File: config.mk
export PLATFORM = sky130hd
export DESIGN_NAME = pli_muldiv
export DESIGN_NICKNAME = d
export VERILOG_FILES = /design/src/rtl/core/pli_pkg.sv /design/src/rtl/core/pli_muldiv.sv
export SDC_FILE = /design/constraint.sdc
export NUM_CORES = 1
export LEC_CHECK = 0
export BUFFER_PORTS_ARGS = -buffer_cell sky130_fd_sc_hd__buf_2
export CAP_MARGIN = 20
export CELL_PAD_IN_SITES_DETAIL_PLACEMENT = 0
export CELL_PAD_IN_SITES_GLOBAL_PLACEMENT = 1
export CORE_MARGIN = 2
export CORE_UTILIZATION = 41
export DETAILED_ROUTE_END_ITERATION = 16
export GPL_TIMING_DRIVEN = 0
export PLACE_DENSITY = 0.87
export SLEW_MARGIN = 20
export SYNTH_ARGS = -nofsm -noshare
export SYNTH_HDL_FRONTEND = slang
export SYNTH_SLANG_ARGS = --single-unit
File: constraint.sdc
create_clock -name clk_i -period 3.87 [get_ports clk_i]
set_clock_uncertainty 0.2 [all_clocks]
set_input_delay 0.387 -clock clk_i [delete_from_list [all_inputs] [get_ports clk_i]]
set_output_delay 0.387 -clock clk_i [all_outputs]
set_load 0.02 [all_outputs]
File: src/rtl/core/pli_pkg.sv
// shared types and constants for the piecewise linear table interpolator
`default_nettype none
package pli_pkg;

  localparam int TableEntries = 128;
  localparam int IdxBits      = $clog2(TableEntries);
  localparam int CountBits    = 8;
  localparam int KeyBits      = 36;
  localparam int ValueBits    = 32;
  localparam int StepBits     = $clog2(ValueBits);

  localparam logic KindLoad  = 1'b0;
  localparam logic KindQuery = 1'b1;

  localparam logic [1:0] RelInterp = 2'd0;
  localparam logic [1:0] RelBelow  = 2'd1;
  localparam logic [1:0] RelAbove  = 2'd2;
  localparam logic [1:0] RelNone   = 2'd3;

  typedef enum logic [1:0] {
    ST_IDLE,
    ST_LOAD0,
    ST_SCAN,
    ST_ARITH
  } state_e;

  typedef enum logic [1:0] {
    MD_IDLE,
    MD_MUL,
    MD_DIV
  } md_phase_e;

endpackage
`default_nettype wire

File: src/rtl/core/pli_muldiv.sv
// shift-add multiply then restoring divide on one shared adder
`default_nettype none
module pli_muldiv (
  input  wire logic                           clk_i,
  input  wire logic                           rst_ni,
  input  wire logic                           go_i,
  input  wire logic [pli_pkg::KeyBits-1:0]    off_i,
  input  wire logic [pli_pkg::KeyBits-1:0]    span_i,
  input  wire logic [pli_pkg::ValueBits-1:0]  mult_i,
  output logic                                done_o,
  output logic [pli_pkg::ValueBits-1:0]       quo_o,
  output logic                                inexact_o
);

  localparam int KB = pli_pkg::KeyBits;
  localparam int VB = pli_pkg::ValueBits;
  localparam int SB = pli_pkg::StepBits;

  pli_pkg::md_phase_e phase_q, phase_d;
  logic [SB-1:0] cnt_q, cnt_d;
  logic          done_q, done_d;
  logic [KB-1:0] acc_q, acc_d;
  logic [VB-1:0] lo_q, lo_d;
  logic [KB-1:0] off_q, off_d;
  logic [KB-1:0] span_q, span_d;

  logic [KB:0]   add_a;
  logic [KB:0]   add_b;
  logic          add_cin;
  logic [KB+1:0] sum;
  logic          geq;

  // shared adder
  always_comb begin
    if (phase_q == pli_pkg::MD_DIV) begin
      add_a   = {acc_q, lo_q[VB-1]};
      add_b   = ~{1'b0, span_q};
      add_cin = 1'b1;
    end else begin
      add_a   = {1'b0, acc_q};
      add_b   = lo_q[0] ? {1'b0, off_q} : '0;
      add_cin = 1'b0;
    end
    sum = {1'b0, add_a} + {1'b0, add_b} + {{(KB+1){1'b0}}, add_cin};
    geq = sum[KB+1];
  end

  always_comb begin
    phase_d = phase_q;
    cnt_d   = cnt_q;
    done_d  = 1'b0;
    acc_d   = acc_q;
    lo_d    = lo_q;
    off_d   = off_q;
    span_d  = span_q;
    case (phase_q)
      pli_pkg::MD_IDLE: begin
        if (go_i) begin
          off_d   = off_i;
          span_d  = span_i;
          acc_d   = '0;
          lo_d    = mult_i;
          cnt_d   = '1;
          phase_d = pli_pkg::MD_MUL;
        end
      end
      pli_pkg::MD_MUL: begin
        acc_d = sum[KB:1];
        lo_d  = {sum[0], lo_q[VB-1:1]};
        cnt_d = cnt_q - 1'b1;
        if (cnt_q == '0) begin
          phase_d = pli_pkg::MD_DIV;
        end
      end
      pli_pkg::MD_DIV: begin
        acc_d = geq ? sum[KB-1:0] : add_a[KB-1:0];
        lo_d  = {lo_q[VB-2:0], geq};
        cnt_d = cnt_q - 1'b1;
        if (cnt_q == '0) begin
          phase_d = pli_pkg::MD_IDLE;
          done_d  = 1'b1;
        end
      end
      default: phase_d = pli_pkg::MD_IDLE;
    endcase
  end

  always_ff @(posedge clk_i or negedge rst_ni) begin
    if (!rst_ni) begin
      phase_q <= pli_pkg::MD_IDLE;
      cnt_q   <= '0;
      done_q  <= 1'b0;
    end else begin
      phase_q <= phase_d;
      cnt_q   <= cnt_d;
      done_q  <= done_d;
    end
  end

  always_ff @(posedge clk_i) begin
    acc_q  <= acc_d;
    lo_q   <= lo_d;
    off_q  <= off_d;
    span_q <= span_d;
  end

  assign done_o    = done_q;
  assign quo_o     = lo_q;
  assign inexact_o = (acc_q != '0);

  a_go_idle: assert property (@(posedge clk_i) disable iff (!rst_ni)
    go_i |-> phase_q == pli_pkg::MD_IDLE)
    else $error("muldiv started while running");

  a_rem_below_span: assert property (@(posedge clk_i) disable iff (!rst_ni)
    phase_q == pli_pkg::MD_DIV |-> acc_q < span_q)
    else $error("partial remainder not below divisor");

  a_done_after_div: assert property (@(posedge clk_i) disable iff (!rst_ni)
    done_o |-> $past(phase_q) == pli_pkg::MD_DIV && phase_q == pli_pkg::MD_IDLE)
    else $error("done without finishing divide");

endmodule
`default_nettype wire

Yosys cells after proc, flatten, opt, wreduce, memory -nomap -nowiden
Index checks and enable logic that the tools add are counted.
{"block": "classes", "addsub": 3, "eq_ne": 5, "n_mux": 17, "bitwise_logic": 1, "reduce_logical": 10}
{"cell": "36-bit 2-to-1 mux", "count": 3}
{"cell": "36-bit one-hot mux with 3 select lines", "count": 1}
{"cell": "32-bit one-hot mux with 3 select lines", "count": 1}
{"cell": "37-bit 2-to-1 mux", "count": 2}
{"cell": "37-bit by 37-bit adder with 38-bit output", "count": 1}
{"cell": "38-bit by 1-bit adder with 38-bit output", "count": 1}
{"cell": "36-bit inverter with 37-bit output", "count": 1}
{"cell": "36-bit nonzero test", "count": 1}
{"cell": "32-bit 2-to-1 mux", "count": 1}
{"cell": "5-bit one-hot mux with 2 select lines", "count": 1}
{"cell": "2-bit 2-to-1 mux", "count": 3}
{"cell": "2-bit one-hot mux with 3 select lines", "count": 1}
{"cell": "2-bit AND reduction", "count": 3}
{"cell": "5-bit zero test", "count": 1}
{"cell": "5-bit 2-to-1 mux", "count": 1}
{"cell": "5-bit by 1-bit subtractor with 5-bit output (second input constant)", "count": 1}
{"cell": "2-bit inequality test (second input constant)", "count": 2}
{"cell": "1-bit 2-to-1 mux", "count": 3}
{"cell": "3-bit AND reduction", "count": 1}
{"cell": "3-bit nonzero test", "count": 1}
{"cell": "2-bit by 1-bit equality test with 1-bit output (second input constant)", "count": 1}
{"cell": "2-bit equality test (second input constant)", "count": 1}
{"cell": "2-bit zero test", "count": 1}
{"cell": "2-bit by 1-bit inequality test with 1-bit output (second input constant)", "count": 1}
{"cell": "other kinds (2)", "count": 2}
{"block": "totals", "ff_bits": 148, "in_bits": 107}

Longest topological paths before layout
Gate-level depths: netlist of run 1.
{"block": "depth", "depth_word": 6, "depth_mapped": 19, "depth_no_buf": 16}

Worst setup path before layout of run 1
OpenSTA, ideal clock, no wires.
{"block": "synth_timing", "path_type": "register to register", "start": "register phase_q[0]", "end": "register acc_q[29], data pin", "t_arrival_ps": 3801, "t_required_ps": 3402, "path_slack_ps": -399, "path_stages_with_launch": 16, "n_path_buf": 1, "period_less_slack_ps": 4269, "cell_sequence": "dfrtp_1 inv_1 ha_1 buf_1 mux2_2 fa_1 fa_1 a21oi_1 o211a_1 o31ai_2 a21oi_1 o21a_1 o21ai_1 a311oi_1 xor2_1 o22ai_1"}
{"block": "synth_between", "elab_chain_len": 6, "word_cells_on_any_way": 10}
{"element": "start: declaration", "line": "pli_muldiv.sv:19", "text": "pli_pkg::md_phase_e phase_q, phase_d;"}
{"element": "start signal: assignment", "line": "pli_muldiv.sv:90", "text": "phase_q <= pli_pkg::MD_IDLE;"}
{"element": "start signal: assignment", "line": "pli_muldiv.sv:94", "text": "phase_q <= phase_d;"}
{"element": "2-bit equality test", "line": "pli_muldiv.sv:35, pli_muldiv.sv:56"}
{"element": "37-bit 2-to-1 mux", "line": "pli_muldiv.sv:35", "text": "if (phase_q == pli_pkg::MD_DIV) begin"}
{"element": "37-bit by 37-bit adder with 38-bit output", "line": "pli_muldiv.sv:44", "text": "sum = {1'b0, add_a} + {1'b0, add_b} + {{(KB+1){1'b0}}, add_cin};"}
{"element": "38-bit by 1-bit adder with 38-bit output", "line": "pli_muldiv.sv:44"}
{"element": "36-bit 2-to-1 mux", "line": "pli_muldiv.sv:76", "text": "acc_d = geq ? sum[KB-1:0] : add_a[KB-1:0];"}
{"element": "36-bit one-hot mux with 3 select lines (*)", "line": "pli_muldiv.sv:56", "text": "case (phase_q)"}
{"element": "named net acc_d[29]", "line": "pli_muldiv.sv:22", "text": "logic [KB-1:0] acc_q, acc_d;"}
{"element": "end signal: assignment", "line": "pli_muldiv.sv:101", "text": "acc_q <= acc_d;"}
{"element": "end: declaration", "line": "pli_muldiv.sv:22"}
Mark *: on every way through the listed nets, which the timed path passes. The rest lies on a longest branch.
A chain may end at the register's enable or synchronous reset.

Worst setup path in the final report of run 1
{"block": "layout_timing", "start": "register phase_q[0]", "end": "register acc_q[19], data pin"}
The elaborated chain is that of the path after synthesis.

==> results.json, run 1 <==
{
  "reg2regPathDepth": 16,
  "slew_viol_final": 0,
  "ant_nets": 0,
  "switchingPower_mw": 5.86,
  "cp_max_fo": 8,
  "diodes": 0,
  "vias_per_cell": 5.42,
  "grt_usage": 0.215,
  "clock_power_share": 0.135,
  "wl_per_cell_um": 17.9,
  "gp_congestion": 0.856,
  "numCtsBuffers": 17,
  "r2r-start": "phase_q[0]$_DFFE_PN0P_",
  "rows": 53,
  "fillers": 1713,
  "placed_area_um2": 9980,
  "holdPathEnd": "quo_o[0]$_DFFE_PP_",
  "worstHoldPathCells": 2,
  "yosys.cell_types.count": 60,
  "status": "complete, but fails checks",
  "max_freq_mhz": 244,
  "area_growth_pct": 41.5,
  "core-area_um2": 21100,
  "nets": 1279,
  "rr_endpoint": "acc_q[19]$_DFFE_PP_",
  "hpwl_mm": 16.4,
  "crit_type": "reg2reg",
  "drv_cap": 0,
  "place_ws_ps": -1220,
  "finalHoldViolCount": 0,
  "cts-root-buf": "clkbuf_16",
  "setup_viol": 37,
  "antenna_found_initial": 0,
  "p_seq_frac": 0.234,
  "die_x_um": 151,
  "reg2reg_slack_ps": -230,
  "portBuffers": 140,
  "max_slew_margin": 0.569,
  "critPathCaptureType": "register",
  "synth-seq-area-share": 0.498,
  "failed_checks": "negative setup slack",
  "leakage_nw": 5.08,
  "power.share.switching": 0.447,
  "layout_common_cells": "edfxtp_1, buf_2, nand2_1, dlygate4sd3_1, a21oi_1",
  "grt_pass1_wl_mm": 37.7,
  "drive_gt1_frac": 0.324,
  "cts_buffer_depth": 2,
  "final_area_um2": 12500,
  "syn_inst": 836,
  "yosys_warnings": 0,
  "synth-async-reset-ratio": 0.0541,
  "p_comb_frac": 0.631,
  "p_int_mw": 7.26,
  "peakVddDrop_mv": 0.443,
  "start_util": 0.420,
  "crit_required_ps": 3830,
  "synthFlopType": "edfxtp_1",
  "drtPass1Iterations": 7,
  "grt-ovfl-total": 0,
  "worstMarginPinSlew_ps": 647,
  "synth_seq_cells": 148,
  "rsz0062_at_grt": "true",
  "cts_tree": "built",
  "ios": 141,
  "worstHoldStart": "mult_i[0]",
  "cp-start-kind": "register",
  "syn-cell-area_um2": 8850,
  "synth_nets": 986,
  "clock_latency_ps": 430,
  "finalSetupTns_ps": -6000,
  "hp-class": "in2reg",
  "die-area_um2": 22800,
  "grt_max_degree": 57,
  "die_y_um": 151,
  "wl_mm": 25.4,
  "fin_ws_ps": -227,
  "drt_iter0_drc": 535,
  "route.detailed.drc": 0,
  "avgSynthCellArea_um2": 10.6,
  "dr_total_vias": 7686,
  "synth-edff-count": 140,
  "post-route-period-util": 1.06,
  "htree_levels": 4,
  "period_minus_slack_ps": 4100,
  "path_clk_slew_ps": 70,
  "powerDensity_nw_per_um2": 1050,
  "clock_sinks": 148,
  "grt_pass1_vias": 7434,
  "arrival_ps": 4050
}
flip-flops by register name, summed over array words and instances, names as in the netlist:
| signal | flops |
|---|---|
| cnt_q | 5 |
| done_o | 1 |
| span_q | 36 |
| phase_q | 2 |
| off_q | 36 |
| quo_o | 32 |
| acc_q | 36 |
cell usage after synthesis, drive strengths merged, types with 4 or more instances:
cell type	instances	area [um^2]
xor2	16	140
a31oi	7	43.8
nor4	10	62.6
nor2b	4	25.0
nor3	4	20.0
nand3	11	55.1
o21a	4	30.0
o21bai	4	30.0
ha	41	513
a21oi	86	442
mux2i	25	250
clkbuf	34	128
a22oi	31	233
nor2	56	213
and2	4	26.3
a21o	23	173
and3	5	31.3
nand4	8	50.1
mux2	36	405
nand2b	8	50.1
edfxtp	140	4200
a211oi	6	50.1
o21ai	85	440
dfrtp	8	200
o211ai	8	65.1
o22ai	8	56.3
or3	4	25.0
nand2	88	330
inv	15	56.3
xnor2	18	158
buf	16	96.3
metrics by stage:
step / power [mW] / util / std cells / hold WS [ps]
finish: 13.1 / 0.594 / 1417 / 33.3
global route: 14.0 / 0.594 / 1417 / 24.0
global placement: 9.44 / 0.471 / 1251 / 45.4
detailed placement: 9.58 / 0.473 / 1253 / 45.2
floorplan: 7.84 / - / 836 / -109
CTS: 12.1 / 0.564 / 1398 / 24.1
cell families (layout without fill, tap and decap cells):
group	count (synthesis)	in the layout	share of synthesized area
AOI/OAI and AO/OA	281	281	0.199
xor gates and xnor gates	34	34	0.0337
adders and majority gates	43	43	0.0625
buffers and inverters	66	372	0.0321
DFF	148	148	0.498
muxes	61	61	0.0741
and+or+nand+nor	203	203	0.101
cell type report:
class,count,area (um^2),area share
clock buffers,20,447,0.0357
plain buffers,47,368,0.0294
repair buffers,277,2070,0.166
clock inverters,12,178,0.0142
multi-input cells,622,4630,0.370
flip-flops and latches,148,4400,0.352
well taps,275,344,0.0275
inverters,16,72.6,0.00580
critical path, cell delays in order, from the launching register on:
cell and delay (ps):
dfrtp_1 400, inv_2 100, ha_4 220, buf_8 120, mux2_4 300, fa_2 390, buf_6 150, a211oi_4 260
o211ai_1 210, a21oi_4 270, o22ai_4 130, o21ai_4 230, a2bb2oi_4 200, buf_12 180, buf_8 150, mux2i_1 200
o22ai_1 100
metal layers:
layer | vias to the layer above | global-route usage | share of wire
met1 | 3647 | 0.271 | 0.42
met5 | - | 0 | 0
met2 | 264 | 0.368 | 0.49
met4 | 0 | 0.0771 | 0.021
met3 | 42 | 0.0425 | 0.066
li1 | 3733 | - | -
power groups by stage:
stage                     Sequential (mW)  Clock, mW  Combinational [mW]
after floorplan                      3.24          0                4.60
after global placement               3.13          0                6.31
final                                3.07       1.77                8.27
after global routing                 3.12       1.86                8.97
after detailed placement             3.08          0                6.50
after CTS                            3.05       1.79                7.26
worst max-delay path by stage:
stage	startpoint	slack, ps	end	depth (start not counted)
2_1_floorplan	phase_q[0]$_DFFE_PN0P_	-20	acc_q[29]$_DFFE_PP_	15
3_3_place_gp	phase_q[0]$_DFFE_PN0P_	-1170	acc_q[32]$_DFFE_PP_	18
3_5_place_dp	phase_q[0]$_DFFE_PN0P_	-1220	acc_q[32]$_DFFE_PP_	18
4_1_cts	phase_q[0]$_DFFE_PN0P_	-200	acc_q[29]$_DFFE_PP_	18
5_1_grt	phase_q[1]$_DFFE_PN0P_	-350	acc_q[3]$_DFFE_PP_	17
6_report	phase_q[0]$_DFFE_PN0P_	-230	acc_q[19]$_DFFE_PP_	16
what timing repair did:
| item | 4_1_cts | 5_1_grt |
|---|---|---|
| endpoints found under the setup margin | 37 | 37 |
| cloned | 1 | 4 |
| gates resized for setup | 53 | 102 |
| pin swaps | 27 | 31 |
| hold buffers | 73 | 0 |
| buffers inserted | 40 | 17 |
| hold endpoints to repair | 80 | 0 |
Note: power is estimated with default switching activity, not from simulation.
==> inputs of run 2 (changes only) <==
--- a/config.mk
+++ b/config.mk
@@ -14,6 +14,8 @@
 export DETAILED_ROUTE_END_ITERATION = 16
 export GPL_TIMING_DRIVEN = 0
 export PLACE_DENSITY = 0.87
+export RECOVER_POWER = 50
+export REMOVE_ABC_BUFFERS = 1
 export SLEW_MARGIN = 20
 export SYNTH_ARGS = -nofsm -noshare
 export SYNTH_HDL_FRONTEND = slang
==> run 2 against run 1 <==
  * The run ends with max-capacitance violations, max-slew violations, negative setup slack left
  * Die area unchanged
  * Non-clock buffer count down 62
  * Maximum frequency up 0.74%
  * Clock power down 7%
  * Utilization down 2.0 points
  * Final cell count down 4.4%
  * Routed wire length down 6.6%
  * First-iteration DRC count down 15%
  * Setup slack better by 30 ps
  * Combinational power down 6.2%
  * Sequential share of layout area up 1.2 points
  * Design area down 3.3%
  * Critical path type unchanged
==> results.json, run 2 (synthesis gave the netlist of run 1 again) <==
{
  "final_area_um2": 12100,
  "rows": 53,
  "cts-root-buf": "clkbuf_16",
  "setup_viol": 35,
  "grt-ovfl-total": 0,
  "clock_sinks": 148,
  "htree_levels": 4,
  "layout_common_cells": "edfxtp_1, buf_2, nand2_1, a21oi_1, dlygate4sd3_1",
  "cp_max_fo": 24,
  "dr_total_vias": 7336,
  "worstMarginPinSlew_ps": 1800,
  "rsz0062_at_grt": "true",
  "leakage_nw": 4.79,
  "cts_tree": "built",
  "nets": 1217,
  "slew_viol_final": 25,
  "failed_checks": "max-capacitance violations, max-slew violations, negative setup slack",
  "drt_iter0_drc": 454,
  "ant_nets": 0,
  "portBuffers": 140,
  "route.detailed.drc": 0,
  "arrival_ps": 4000,
  "die_x_um": 151,
  "path_clk_slew_ps": 60,
  "power_mw": 12.5,
  "drv_cap": 1,
  "cp-start-kind": "register",
  "drive_gt1_frac": 0.278,
  "cts_buffer_depth": 2,
  "fin_ws_ps": -197,
  "gp_congestion": 0.811,
  "core-area_um2": 21100,
  "finalHoldViolCount": 0,
  "numCtsBuffers": 17,
  "cp_slowest_cell": "dfrtp_1",
  "critPathCaptureType": "register",
  "period_minus_slack_ps": 4070,
  "cpPeakStageDelay_ps": 390,
  "placed_area_um2": 9830,
  "post-route-period-util": 1.05,
  "max_slew_margin": -0.202,
  "die_y_um": 151,
  "ios": 141,
  "final_common_cell": "edfxtp_1",
  "grt_pass1_wl_mm": 36.7,
  "finalSetupTns_ps": -3030,
  "drtPass1Iterations": 4,
  "wl_mm": 23.7,
  "start_util": 0.420,
  "die-area_um2": 22800,
  "vias_per_cell": 5.41,
  "grt_max_degree": 76,
  "reg_top3": "acc_q (36), off_q (36), span_q (36)",
  "hpwl_mm": 14.7,
  "place_ws_ps": -2490,
  "max_freq_mhz": 246,
  "grt_usage": 0.208,
  "area_growth_pct": 36.8,
  "hp-class": "in2reg",
  "powerDensity_nw_per_um2": 1030,
  "antenna_found_initial": 0,
  "crit_type": "reg2reg",
  "wl_per_cell_um": 17.5,
  "status": "complete, but fails checks",
  "grt_pass1_vias": 7186,
  "peakVddDrop_mv": 0.501,
  "diodes": 0,
  "path_cells": "inv_2 > ha_4 > nor2b_4 > buf_16 > nand2_4 > o21ai_4 > fa_2 > a211oi_2 > o211ai_1 > buf_4 > a21oi_4 > buf_12 > o22ai_4 > o21ai_4 > a2bb2oi_4 > buf_12 > buf_4 > buf_16 > mux2i_1 > o22ai_1",
  "crit_required_ps": 3800,
  "clock_latency_ps": 430,
  "fillers": 1806
}
==> run 2: changes by cell type in the layout (fill, tap and decap cells not counted), sizes merged, moves of 2 or more <==
cell	previous run	this run
bufinv	4	0
clkinv	3	6
inv	17	19
clkbuf	54	57
buf	217	154
clkinvlp	4	0
==> run 2: metrics by stage <==
| stage | cells | hold WS (ps) | utilization |
|---|---|---|---|
| floorplan | 786 | -109 | - |
| global placement | 1201 | 43.5 | 0.459 |
| detailed placement | 1206 | 48.9 | 0.466 |
| CTS | 1343 | 25.4 | 0.564 |
| global route | 1355 | 36.2 | 0.574 |
| finish | 1355 | 39.2 | 0.574 |
==> run 2: path summary, 6_finish.rpt <==
path / from / slack (ps) / end / depth (start not counted)
min: mult_i[0] / 40 / quo_o[0]$_DFFE_PP_ / 2
max reg2reg: phase_q[0]$_DFFE_PN0P_ / -200 / acc_q[23]$_DFFE_PP_ / 20
max: phase_q[0]$_DFFE_PN0P_ / -200 / acc_q[23]$_DFFE_PP_ / 20
min reg2reg: cnt_q[0]$_DFFE_PN0P_ / 350 / cnt_q[0]$_DFFE_PN0P_ / 1
max in group asynchronous: rst_ni / 2880 / phase_q[1]$_DFFE_PN0P_ / 2
min in group asynchronous: rst_ni / 230 / done_o$_DFF_PN0_ / 2
==> run 2: report_power, final <==
part           switching (mW)  internal (mW)  leakage, nW
combinational            4.52           3.24         3.04
clock                   0.675          0.976        0.299
sequential              0.389           2.69         1.45
total                    5.58           6.91         4.79
==> run 2: cell type report <==
class,count,area [um^2],share of cell area
clock buffer,23,533,0.0440
clock inverter,9,60.1,0.00496
inverter,16,86.3,0.00713
multi-input combinational,622,4640,0.383
sequential,148,4410,0.364
tap,275,344,0.0284
timing repair buffer,262,2030,0.168
==> run 2: critical path: cells and delay by family, from the launching register on <==
| family | cells | cell delay (ps) |
|---|---|---|
| mux | 1 | 230 |
| flops | 1 | 390 |
| fa+ha+maj | 2 | 630 |
| buf+inv | 7 | 960 |
| simple gates | 2 | 170 |
| compound gates | 8 | 1160 |
==> run 2: timing repair <==
action,4_1_cts,5_1_grt
gates cloned,2,0
gates resized for setup,77,35
endpoints found under the hold margin,80,0
setup buffers,30,13
hold buffers,73,0
endpoints found under the setup margin,38,37
pin swaps,22,15
==> run 2: metal layers <==
| layer | routed length, um | share of wire | global-route usage |
|---|---|---|---|
| met2 | 11900 | 0.50 | 0.362 |
| met1 | 10300 | 0.43 | 0.263 |
| met5 | 0 | 0 | 0 |
| met4 | 413 | 0.017 | 0.0687 |
| met3 | 1170 | 0.049 | 0.0383 |
==> inputs of run 3 (changes only) <==
--- a/config.mk
+++ b/config.mk
@@ -9,10 +9,8 @@
 export CAP_MARGIN = 20
 export CELL_PAD_IN_SITES_DETAIL_PLACEMENT = 0
 export CELL_PAD_IN_SITES_GLOBAL_PLACEMENT = 1
-export CORE_MARGIN = 2
 export CORE_UTILIZATION = 41
 export DETAILED_ROUTE_END_ITERATION = 16
-export GPL_TIMING_DRIVEN = 0
 export PLACE_DENSITY = 0.87
 export RECOVER_POWER = 50
 export REMOVE_ABC_BUFFERS = 1
==> run 3 against run 2 <==
  * The flow still finishes with violations (max-capacitance violations, max-slew violations, negative setup slack)
  * Register-to-register slack better by 190 ps
  * Non-clock buffer count up 66
  * Setup slack better by 190 ps
  * Sequential power about the same
  * Die area down 2.6%
  * Routed wire length up 4.4%
  * Critical endpoint is now acc_q[7]$_DFFE_PP_
  * Largest cell class unchanged
  * Highest routed layer unchanged
==> results.json, run 3 (synthesis gave the netlist of run 1 again) <==
{
  "hpwl_mm": 15.7,
  "cts_buffer_depth": 2,
  "numCtsBuffers": 17,
  "worstMarginPinSlew_ps": 1670,
  "wl_per_cell_um": 17.4,
  "grt_usage": 0.219,
  "drtPass1Iterations": 5,
  "htree_levels": 4,
  "cts-root-buf": "clkbuf_16",
  "clock_latency_ps": 430,
  "power.share.switching": 0.443,
  "finalSetupTns_ps": -7.59,
  "power_mw": 13.4,
  "grt-ovfl-total": 0,
  "p_int_mw": 7.47,
  "hp-class": "in2reg",
  "cts_tree": "built",
  "final_cell_count_no_fill": 1422,
  "final_common_cell": "edfxtp_1",
  "post-route-period-util": 1.00,
  "placed_area_um2": 10400,
  "die_x_um": 149,
  "switchingPower_mw": 5.94,
  "portBuffers": 140,
  "route.detailed.drc": 0,
  "area_growth_pct": 42.6,
  "cp-start-kind": "register",
  "cp_slowest_cell": "dfrtp_1",
  "cp_max_fo": 6,
  "fillers": 1756,
  "ios": 141,
  "core-area_um2": 21100,
  "arrival_ps": 3850,
  "max_slew_margin": -0.110,
  "period_minus_slack_ps": 3880,
  "p_seq_frac": 0.231,
  "leakage_nw": 5.10,
  "wl_mm": 24.8,
  "path_clk_slew_ps": 70,
  "drive_gt1_frac": 0.323,
  "rsz0062_at_grt": "true",
  "start_util": 0.420,
  "die-area_um2": 22200,
  "slew_viol_final": 73,
  "reg_top3": "acc_q (36), off_q (36), span_q (36)",
  "finalHoldViolCount": 0,
  "vias_per_cell": 5.41,
  "crit_required_ps": 3840,
  "clock_sinks": 148,
  "fin_ws_ps": -7.59,
  "grt_pass1_vias": 7549,
  "die_y_um": 149,
  "gp_congestion": 0.901,
  "layout_common_cells": "edfxtp_1, buf_2, buf_4, nand2_1, a21oi_1",
  "final_area_um2": 12600,
  "placed_cells": 1295,
  "clock_power_share": 0.122,
  "setup_viol": 1,
  "grt_pass1_wl_mm": 37.7,
  "cpPeakStageDelay_ps": 390,
  "antenna_found_initial": 1,
  "ant_nets": 0,
  "max_freq_mhz": 258,
  "p_comb_frac": 0.647,
  "status": "complete, but fails checks",
  "critPathCaptureType": "register",
  "rows": 53,
  "drt_iter0_drc": 482,
  "crit_type": "reg2reg",
  "nets": 1283,
  "path_cells": "inv_2 > ha_4 > mux2_4 > fa_2 > buf_6 > a211oi_4 > o211ai_1 > buf_4 > a21oi_4 > o22ai_4 > o21ai_4 > a2bb2oi_4 > buf_12 > clkbuf_16 > mux2i_1 > o21ai_1",
  "dr_total_vias": 7698,
  "powerDensity_nw_per_um2": 1060,
  "drv_cap": 1,
  "peakVddDrop_mv": 0.483,
  "failed_checks": "max-capacitance violations, max-slew violations, negative setup slack",
  "grt_max_degree": 73
}
[run 3: cell types whose count changed in the layout (fill, tap and decap cells not counted), moves of 4 or more]
| cell | previous run | this run |
|---|---|---|
| buf_4 | 28 | 92 |
| ha_2 | 11 | 2 |
| o21ai_2 | 3 | 10 |
| ha_4 | 14 | 20 |
| buf_6 | 3 | 8 |
| inv_6 | 1 | 5 |
| mux2_2 | 31 | 27 |
| mux2_4 | 5 | 9 |
| o21ai_0 | 35 | 31 |
[run 3: power groups by stage]
stage                     logic [mW]  registers [mW]  clock network (mW)
after floorplan                 4.45            3.24                   0
after global placement          7.13            3.07                   0
after detailed placement        7.25            3.09                   0
after CTS                       7.89            3.07                1.65
after global routing            9.46            3.16                1.73
final                           8.68            3.10                1.64
[run 3: stage by stage]
stage,utilization,hold WS [ps],setup slack [ps]
floorplan,-,-109,-1510
finish,0.598,31.0,-7.59
CTS,0.579,15.7,13.9
global route,0.598,44.7,-165
detailed placement,0.495,47.2,-251
global placement,0.495,42.8,-138
[run 3: final timing paths]
path | cells past startpoint | start | endpoint | slack, ps
max | 16 | phase_q[0]$_DFFE_PN0P_ | acc_q[7]$_DFFE_PP_ | -8
min | 2 | mult_i[0] | quo_o[0]$_DFFE_PP_ | 30
max reg2reg | 16 | phase_q[0]$_DFFE_PN0P_ | acc_q[7]$_DFFE_PP_ | -8
min reg2reg | 1 | cnt_q[0]$_DFFE_PN0P_ | cnt_q[0]$_DFFE_PN0P_ | 310
max in group asynchronous | 2 | rst_ni | cnt_q[0]$_DFFE_PN0P_ | 2910
min in group asynchronous | 2 | rst_ni | phase_q[1]$_DFFE_PN0P_ | 220
[run 3: layout make-up]
type / instances / area [um^2] / area share
multi-input combinational: 622 / 4750 / 0.376
inverter: 16 / 62.6 / 0.00496
sequential: 148 / 4400 / 0.349
timing repair buffer: 328 / 2480 / 0.196
clock inverter: 14 / 143 / 0.0113
tap: 275 / 344 / 0.0273
clock buffer: 18 / 439 / 0.0348
antenna: 1 / 2.50 / 0.000198
[run 3: worst max-delay path, delay by kind of cell (launching register included)]
family                     cells  cell delay (ps)
muxes                          2              520
adders and majority gates      2              590
buffers and inverters          5              690
AOI/OAI and AO/OA              7             1220
DFF                            1              390
[run 3: per-layer routing]
| metal | track usage | part of all wire |
|---|---|---|
| met5 | 0 | 0 |
| met4 | 0.0852 | 0.021 |
| met3 | 0.0379 | 0.065 |
| met2 | 0.379 | 0.50 |
| met1 | 0.271 | 0.41 |
[run 3: what timing repair did]
| action | in CTS | in global routing |
|---|---|---|
| buffers inserted | 6 | 10 |
| endpoints found under the hold margin | 80 | 0 |
| gates resized for setup | 60 | 71 |
| pin swaps | 16 | 39 |
| cloned | 3 | 2 |
| hold buffers | 73 | 0 |
| endpoints found under the setup margin | 37 | 37 |
